$ cat config.mk
export PLATFORM = sky130hd
export DESIGN_NAME = keypad_set_hms_countdown_unit
export DESIGN_NICKNAME = d
export VERILOG_FILES = /design/src/rtl/kshc_pkg.sv /design/src/rtl/kshc_next.sv /design/src/rtl/keypad_set_hms_countdown_unit.sv
export SDC_FILE = /design/constraint.sdc
export NUM_CORES = 1
export LEC_CHECK = 0
export BUFFER_PORTS_ARGS = -buffer_cell sky130_fd_sc_hd__buf_2
export CORE_AREA = 2 2 123 125
export CTS_CLUSTER_SIZE = 20
export DETAILED_ROUTE_END_ITERATION = 10
export DIE_AREA = 0 0 125 127
export PLACE_DENSITY = 0.77
export SLEW_MARGIN = 40
export SYNTH_ARGS = -nofsm -noshare
export SYNTH_HDL_FRONTEND = slang
export SYNTH_SLANG_ARGS = --single-unit
$ cat constraint.sdc
create_clock -name clk -period 16.9 [get_ports clk]
set_input_delay 3.38 -clock clk [delete_from_list [all_inputs] [get_ports clk]]
set_output_delay 3.38 -clock clk [all_outputs]
set_load 0.01 [all_outputs]
$ cat src/rtl/kshc_pkg.sv
// Shared types, constants and digit helpers for the keypad-set countdown timer.
// Used by kshc_next and keypad_set_hms_countdown_unit; depends on nothing else.
package kshc_pkg;

	localparam logic [2:0] OP_TICK  = 3'd0;
	localparam logic [2:0] OP_DIGIT = 3'd1;
	localparam logic [2:0] OP_RIGHT = 3'd2;
	localparam logic [2:0] OP_LEFT  = 3'd3;
	localparam logic [2:0] OP_START = 3'd4;

	localparam logic [1:0] MODE_ENTRY = 2'd0;
	localparam logic [1:0] MODE_RUN   = 2'd1;
	localparam logic [1:0] MODE_DONE  = 2'd2;
	localparam logic [1:0] MODE_BAD   = 2'd3;

	localparam logic [6:0] SEC_MAX    = 7'd59;
	localparam logic [6:0] MIN_MAX    = 7'd59;
	localparam logic [6:0] HOUR_MAX   = 7'd23;
	localparam logic [3:0] CURSOR_END = 4'd8;
	localparam logic [3:0] DIGIT_MAX  = 4'd9;

	localparam logic [3:0] POS_HOUR_TENS  = 4'd0;
	localparam logic [3:0] POS_HOUR_UNITS = 4'd1;
	localparam logic [3:0] POS_MIN_TENS   = 4'd3;
	localparam logic [3:0] POS_MIN_UNITS  = 4'd4;
	localparam logic [3:0] POS_SEC_TENS   = 4'd6;
	localparam logic [3:0] POS_SEC_UNITS  = 4'd7;

	typedef struct packed {
		logic [6:0] hours;
		logic [6:0] minutes;
		logic [6:0] seconds;
		logic [3:0] cursor;
		logic [1:0] mode;
	} kshc_state_t;

	// Division by ten through a reciprocal multiply, exact for any 7-bit value.
	function automatic logic [3:0] tens_of(input logic [6:0] v);
		logic [14:0] p;
		p = 15'(v) * 15'd205;
		return p[14:11];
	endfunction

	function automatic logic [6:0] units_of(input logic [6:0] v);
		logic [6:0] t10;
		t10 = 7'(tens_of(v)) * 7'd10;
		return v - t10;
	endfunction

	function automatic logic [6:0] put_tens(input logic [6:0] v, input logic [3:0] d);
		logic [6:0] d10;
		d10 = 7'(d) * 7'd10;
		return d10 + units_of(v);
	endfunction

	function automatic logic [6:0] put_units(input logic [6:0] v, input logic [3:0] d);
		logic [6:0] t10;
		t10 = 7'(tens_of(v)) * 7'd10;
		return t10 + 7'(d);
	endfunction

endpackage

$ cat src/rtl/kshc_next.sv
// Next-state logic of the countdown timer for one item: digit entry, cursor moves,
// start check and the one-second borrow countdown. Depends on kshc_pkg.
module kshc_next
	import kshc_pkg::*;
(
	input  kshc_state_t cur,
	input  logic [2:0]  opcode,
	input  logic [3:0]  digit,
	output kshc_state_t nxt
);

	kshc_state_t tick_st;
	logic        zero_now;
	logic        zero_after;
	logic        over_range;

	assign zero_now   = (cur.hours == '0) && (cur.minutes == '0) && (cur.seconds == '0);
	assign over_range = (cur.hours > HOUR_MAX) || (cur.minutes > MIN_MAX) ||
		(cur.seconds > SEC_MAX);

	always_comb begin
		tick_st = cur;
		if (cur.seconds != '0) begin
			tick_st.seconds = cur.seconds - 7'd1;
		end else if (cur.minutes != '0) begin
			tick_st.minutes = cur.minutes - 7'd1;
			tick_st.seconds = SEC_MAX;
		end else if (cur.hours != '0) begin
			tick_st.hours   = cur.hours - 7'd1;
			tick_st.minutes = MIN_MAX;
			tick_st.seconds = SEC_MAX;
		end
	end

	assign zero_after = (tick_st.hours == '0) && (tick_st.minutes == '0) &&
		(tick_st.seconds == '0);

	always_comb begin
		nxt = cur;
		if (opcode == OP_TICK) begin
			if (cur.mode == MODE_RUN) begin
				nxt = tick_st;
				if (zero_after) begin
					nxt.mode = MODE_DONE;
				end
			end
		end else if (cur.mode == MODE_ENTRY) begin
			unique case (opcode)
				OP_DIGIT: begin
					if (digit <= DIGIT_MAX) begin
						case (cur.cursor)
							POS_HOUR_TENS:  nxt.hours   = put_tens(cur.hours, digit);
							POS_HOUR_UNITS: nxt.hours   = put_units(cur.hours, digit);
							POS_MIN_TENS:   nxt.minutes = put_tens(cur.minutes, digit);
							POS_MIN_UNITS:  nxt.minutes = put_units(cur.minutes, digit);
							POS_SEC_TENS:   nxt.seconds = put_tens(cur.seconds, digit);
							POS_SEC_UNITS:  nxt.seconds = put_units(cur.seconds, digit);
							default: ;
						endcase
					end
				end
				OP_RIGHT: begin
					if (cur.cursor < CURSOR_END) begin
						nxt.cursor = cur.cursor + 4'd1;
					end
				end
				OP_LEFT: begin
					if (cur.cursor != '0) begin
						nxt.cursor = cur.cursor - 4'd1;
					end
				end
				OP_START: begin
					nxt.cursor = '0;
					if (over_range) begin
						nxt.mode = MODE_BAD;
					end else if (zero_now) begin
						nxt.mode = MODE_DONE;
					end else begin
						nxt.mode = MODE_RUN;
					end
				end
				default: ;
			endcase
		end
	end

endmodule

$ cat src/rtl/keypad_set_hms_countdown_unit.sv
// Top level of the keypad-set HH:MM:SS countdown timer: input register, timer state
// and result register around kshc_next. Depends on kshc_pkg and kshc_next.
//
// The timer takes one item per clock cycle while its results are not stalled. Each item
// (a tick or a key) is held in the input register while kshc_next computes the timer
// state after it; when the result register is free, that state is loaded into both
// the timer state and the result register, which offers it to the receiver. The
// result register lets a new item in while the previous result waits; when the
// result is stalled, the input register fills and in_stall rises. Every item yields
// exactly one result holding the hours, minutes, seconds, cursor and mode after it,
// with the LED lit once the countdown has finished. Finished and invalid modes are
// left only by reset.
module keypad_set_hms_countdown_unit
	import kshc_pkg::*;
(
	input  logic       clk,
	input  logic       arst_n,
	input  logic       in_valid,
	output logic       in_stall,
	input  logic [2:0] opcode,
	input  logic [3:0] digit,
	output logic       out_valid,
	input  logic       out_stall,
	output logic [6:0] hours_now,
	output logic [6:0] minutes_now,
	output logic [6:0] seconds_now,
	output logic [3:0] cursor_pos,
	output logic [1:0] mode_now,
	output logic       led_on
);

	logic        vld_s1;
	logic [2:0]  opcode_s1;
	logic [3:0]  digit_s1;
	logic        out_valid_q;
	kshc_state_t state_q;
	kshc_state_t res_q;
	kshc_state_t nxt;
	logic        accept_in;
	logic        advance;
	logic        out_free;

	assign out_free  = !out_valid_q || !out_stall;
	assign advance   = vld_s1 && out_free;
	assign in_stall  = vld_s1 && !out_free;
	assign accept_in = in_valid && !in_stall;

	always_ff @(posedge clk or negedge arst_n) begin
		if (!arst_n) begin
			vld_s1 <= 1'b0;
		end else if (accept_in) begin
			vld_s1 <= 1'b1;
		end else if (advance) begin
			vld_s1 <= 1'b0;
		end
	end

	always_ff @(posedge clk) begin
		if (accept_in) begin
			opcode_s1 <= opcode;
			digit_s1  <= digit;
		end
	end

	kshc_next u_next (
		.cur    (state_q),
		.opcode (opcode_s1),
		.digit  (digit_s1),
		.nxt    (nxt)
	);

	always_ff @(posedge clk or negedge arst_n) begin
		if (!arst_n) begin
			state_q.hours   <= '0;
			state_q.minutes <= '0;
			state_q.seconds <= '0;
			state_q.cursor  <= CURSOR_END;
			state_q.mode    <= MODE_ENTRY;
		end else if (advance) begin
			state_q <= nxt;
		end
	end

	always_ff @(posedge clk or negedge arst_n) begin
		if (!arst_n) begin
			out_valid_q <= 1'b0;
		end else if (advance) begin
			out_valid_q <= 1'b1;
		end else if (!out_stall) begin
			out_valid_q <= 1'b0;
		end
	end

	always_ff @(posedge clk) begin
		if (advance) begin
			res_q <= nxt;
		end
	end

	assign out_valid   = out_valid_q;
	assign hours_now   = res_q.hours;
	assign minutes_now = res_q.minutes;
	assign seconds_now = res_q.seconds;
	assign cursor_pos  = res_q.cursor;
	assign mode_now    = res_q.mode;
	assign led_on      = (res_q.mode == MODE_DONE);

`ifndef SYNTHESIS
	a_cursor_range: assert property (@(posedge clk) disable iff (!arst_n)
		state_q.cursor <= CURSOR_END)
		else $error("Cursor has left the display line.");

	a_halt_holds: assert property (@(posedge clk) disable iff (!arst_n)
		(state_q.mode == MODE_DONE || state_q.mode == MODE_BAD) |=> $stable(state_q))
		else $error("Timer state changed after halting.");

	a_cursor_locked: assert property (@(posedge clk) disable iff (!arst_n)
		(state_q.mode != MODE_ENTRY) |=> $stable(state_q.cursor))
		else $error("Cursor moved outside entry mode.");

	a_run_in_range: assert property (@(posedge clk) disable iff (!arst_n)
		(state_q.mode == MODE_RUN) |-> (state_q.hours <= HOUR_MAX &&
			state_q.minutes <= MIN_MAX && state_q.seconds <= SEC_MAX))
		else $error("Running with a time outside its range.");

	a_result_matches: assert property (@(posedge clk) disable iff (!arst_n)
		advance |=> (res_q == state_q))
		else $error("Result register differs from the timer state.");
`endif

endmodule

After elaboration in Yosys (flattened, before gate mapping) --
Index checks and enable logic that the tools add are counted.
Cells by class: add/subtract/negate cells 14, $mul 7, $lt $le $gt $ge 5, equal/unequal tests 12, muxes and demuxes 24, reductions and logical operators 28
Operator list (number):
- 27-bit 2-to-1 mux | 3
- 21-bit 2-to-1 mux | 3
- 7-bit by 8-bit multiplier with 15-bit output (second input constant) | 3
- 7-bit zero test | 6
- 7-bit case mux with 2 select lines | 3
- 14-bit 2-to-1 mux | 2
- 4-bit by 3-bit multiplier with 6-bit output (second input constant) | 4
- 7-bit by 4-bit adder with 7-bit output | 3
- 7-bit adder | 3
- 7-bit nonzero test | 3
- 7-bit by 1-bit subtractor with 7-bit output (second input constant) | 3
- 7-bit subtractor | 3
- 7-bit by 6-bit greater-than comparator with 1-bit output (second input constant) | 2
- 7-bit 2-to-1 mux | 2
- 4-bit by 3-bit == test with 1-bit output (second input constant) | 3
- 4-bit case mux with 3 select lines | 1
- 2-bit 2-to-1 mux | 4
- 4-bit 2-to-1 mux | 2
- 7-bit by 5-bit greater-than comparator with 1-bit output (second input constant) | 1
- 1-bit logical AND | 7
- 3-bit by 2-bit == test with 1-bit output (second input constant) | 2
- 4-bit by 1-bit adder with 4-bit output (second input constant) | 1
- 4-bit by 1-bit == test with 1-bit output (second input constant) | 1
- 4-bit by 2-bit == test with 1-bit output (second input constant) | 1
- other kinds (16) | 24
Storage, ports and cells: bits in registers 63, input port bits 11, output and inout port bits 30, word-level logic and storage cells 104

Logic depth before layout (Yosys ltp) --
word-level depth 10, gate-level depth with buffers 32

By module --
Synthesis repeated with hierarchy kept, for this count alone.
Second synthesis, totals: cell total of the unflattened synthesis 869, area, all modules 8486.9 µm²
By module, submodules not included:
- kshc_next | instances 1, cells each 769, area an instance 6264.8 µm², sequential area each 0.0 µm²
- keypad_set_hms_countdown_unit | instances 1, cells each 100, area an instance 2222.1 µm², sequential area each 1747.9 µm²

Least setup slack after synthesis --
No wires, ideal clock.
path kind input to output, start input port out_stall, end output port in_stall, arrival 3.566 ns, data required time 13.520 ns, setup slack 9.954 ns, stages 2, buffers on the path 0, cell sequence nand3_1 inv_1
Between the ends: cells in the longest elaborated chain, start to end 4
RTL lines:
- from (decl) | RTL line keypad_set_hms_countdown_unit.sv:23 | input logic out_stall,
- 1-bit zero test
- 1-bit logical OR | RTL line keypad_set_hms_countdown_unit.sv:43 | assign out_free = !out_valid_q || !out_stall;
- 1-bit zero test | RTL line keypad_set_hms_countdown_unit.sv:45 | assign in_stall = vld_s1 && !out_free;
- 1-bit logical AND | RTL line keypad_set_hms_countdown_unit.sv:45
- to (decl) | RTL line keypad_set_hms_countdown_unit.sv:19 | output logic in_stall,
No other way between the ends.

==> impl_metrics.tcl <==
set metrics [dict create \
    status "completed" \
    drive_gt1_share_pct 10.4 \
    clock-sinks 63 \
    globalRouteOverflowTotal 0 \
    ant_nets 0 \
    die_w_um 125 \
    slew_viol_final 0 \
    io_buffers 40 \
    cts_tree "built" \
    die_h_um 127 \
    grt_pass1_vias 6755 \
    cts_resized 0 \
    critPathArrivalTime_ps 7500 \
    cts_buffer_depth 2 \
    fmax_mhz 135 \
    cts_buffers 9 \
    layout.nets 1164 \
    avgViaCountPerCell 6.12 \
    antenna_cells 0 \
    critPathRequiredTime_ps 16990 \
    cts_hold_buf 0 \
    dp_hpwl_mm 16.3 \
    synth-edff-count 34 \
    synth.distinct_cells 77 \
    crit_family "adder cells" \
    rr_worst_depth 31 \
    period_minus_slack_ps 7400 \
    startpoint_type "flop" \
    rr_endpoint "hours_now[6]" \
    fp.dieArea_sq_mm 0.0159 \
    min_to "out_valid" \
    syn_nets 1136 \
    root_buffer "clkbuf_16" \
    cp.buffers_inverters 8 \
    hold_path.class "flop to flop" \
    timing.rr.start "state_q[25]" \
    gp_congestion 0.968 \
    synth.cell_area_sq_mm 0.00860 \
    start_util_pct 59.6 \
    wl_mm 20.7 \
    multiInputGateArea_sq_mm 0.00625 \
    dp.cells 1106 \
    end_kind "flop" \
    cpMaxStageDelayCell "fa_1" \
    top_level_ports 41 \
    route.detailed.drc 0 \
    synth.yosys.warnings 0 \
    vias 6862 \
    synth-seq-area-share_pct 20.3 \
    grt_pass1_wl_mm 34.2 \
    hp-start "vld_s1" \
    antenna_found_initial 0 \
    syn_to_final_growth_pct 7.16 \
    cpMostUsedCell "inv_1" \
    grt_use_total_pct 26.9 \
    syn_area_per_cell_sq_um 9.50 \
    finalHoldViolations 0 \
    ys_seq_elements 63 \
    crit_fanout 8 \
    seq_area_sq_mm 0.00175 \
    clk_pin_slew_ps 60 \
    drtPass1Iterations 5 \
    insertion_delay_ps 350 \
    grt_max_degree 46 \
    slew_headroom_pct 49.0 \
    wl_per_cell_um 18.4 \
    synthArstFlopShare_pct 46.0 \
    hold_depth 1 \
    cts_max_level 3 \
    fin_skew_ps 10.8 \
    cts_setup_buffers 0 \
    stdcell_count 1122 \
    rrSetupSlack_ps 9500 \
    cpPeakStageDelay_ps 530 \
    drtIter0Drc 673 \
    finalSetupTns_ps 0 \
    maxCapViolCount 0 \
    synth_ff_type "edfxtp_1" \
    syn-instance-count 905 \
    num_rows 44 \
    worst_pin_slew_ps 764 \
    core_sq_mm 0.0144 \
    finalSetupViolCount 0 \
    rsz0062_at_grt "false" \
    critPathKind "flop to flop" \
    fill_cells 1205 \
    finalCritPeriodShare_pct 43.8 \
]
-- worst max-delay path by stage --
| stage | from | end | slack, ps | depth (start not counted) |
|---|---|---|---|---|
| 4_1_cts | state_q[25] | hours_now[6] | 9530 | 31 |
| 3_5_place_dp | state_q[25] | hours_now[6] | 9520 | 31 |
| 3_3_place_gp | state_q[25] | hours_now[6] | 9600 | 31 |
| 6_report | state_q[25] | hours_now[6] | 9500 | 31 |
| 5_1_grt | state_q[25] | hours_now[6] | 9070 | 31 |
| 2_1_floorplan | out_stall | in_stall | 9950 | 2 |
-- cells in the mapped netlist (7+ instances only) --
master	n	area, sq um
fa_1	46	921
nor3_1	14	70.1
nor2_1	32	120
xnor2_1	41	359
o22ai_1	11	68.8
inv_1	127	477
o21ai_0	38	190
ha_1	174	2180
a31oi_1	9	56.3
xor2_1	13	114
mux2_2	14	158
nand2_1	55	206
nand2b_1	7	43.8
nand3_1	26	130
a21o_1	15	113
nor2b_1	13	81.3
a211oi_1	7	52.6
a21oi_1	54	270
edfxtp_1	34	1020
a221oi_1	11	96.3
clkbuf_1	15	56.3
dfrtp_1	28	701
-- flip-flops by register name (all words and copies together), names as in the netlist --
register and cells:
cursor_pos 4, digit_s1 4, hours_now 7, minutes_now 7, mode_now 2, opcode_s1 3, out_valid 1, seconds_now 7
state_q 27, vld_s1 1
-- stage by stage --
stage	utilization (%)	hold slack (ps)	setup slack (ps)	area [sq um]
finish	63.9	525	9500	9210
global route	63.9	546	9070	9210
CTS	63.9	522	9530	9210
detailed placement	61.8	505	9520	8920
global placement	61.8	481	9600	8920
floorplan	-	457	9950	8600
-- layout by cell type (no fill, tap or decap), types with 28 or more instances in the layout --
cell and count:
ha_1 174, inv_1 126, nand2_1 55, a21oi_1 54, fa_1 46, xnor2_1 41
buf_2 39, o21ai_0 38, edfxtp_1 34, nor2_1 32, dfrtp_1 28
-- cell families after synthesis --
| kind of cell | count (synthesis) | synth area share (%) |
|---|---|---|
| compound gates | 203 | 15.8 |
| simple gates | 194 | 12.6 |
| flops | 63 | 20.3 |
| buf+inv | 152 | 7.06 |
| xor+xnor | 56 | 6.04 |
| fa+ha+maj | 220 | 36.0 |
| mux | 17 | 2.18 |
-- cell type report --
class	instances	area share (%)
inverters	127	5.17
multi-input cells	690	67.8
repair buffers	42	2.36
clock inverters	5	0.435
well taps	184	2.50
flip-flops and latches	63	19.0
clock buffers	11	2.74
-- per-layer routing --
layer | vias up | global-route usage [%] | wire length, um
li1 | 3268 | - | -
met1 | 3282 | 36.0 | 9180
met2 | 265 | 43.2 | 9570
met3 | 47 | 5.49 | 1370
met4 | 0 | 10.7 | 587
met5 | - | 0 | 0
Power is not shown: default switching activity piles up to over one toggle a cycle in this logic, so the estimate is an artifact.
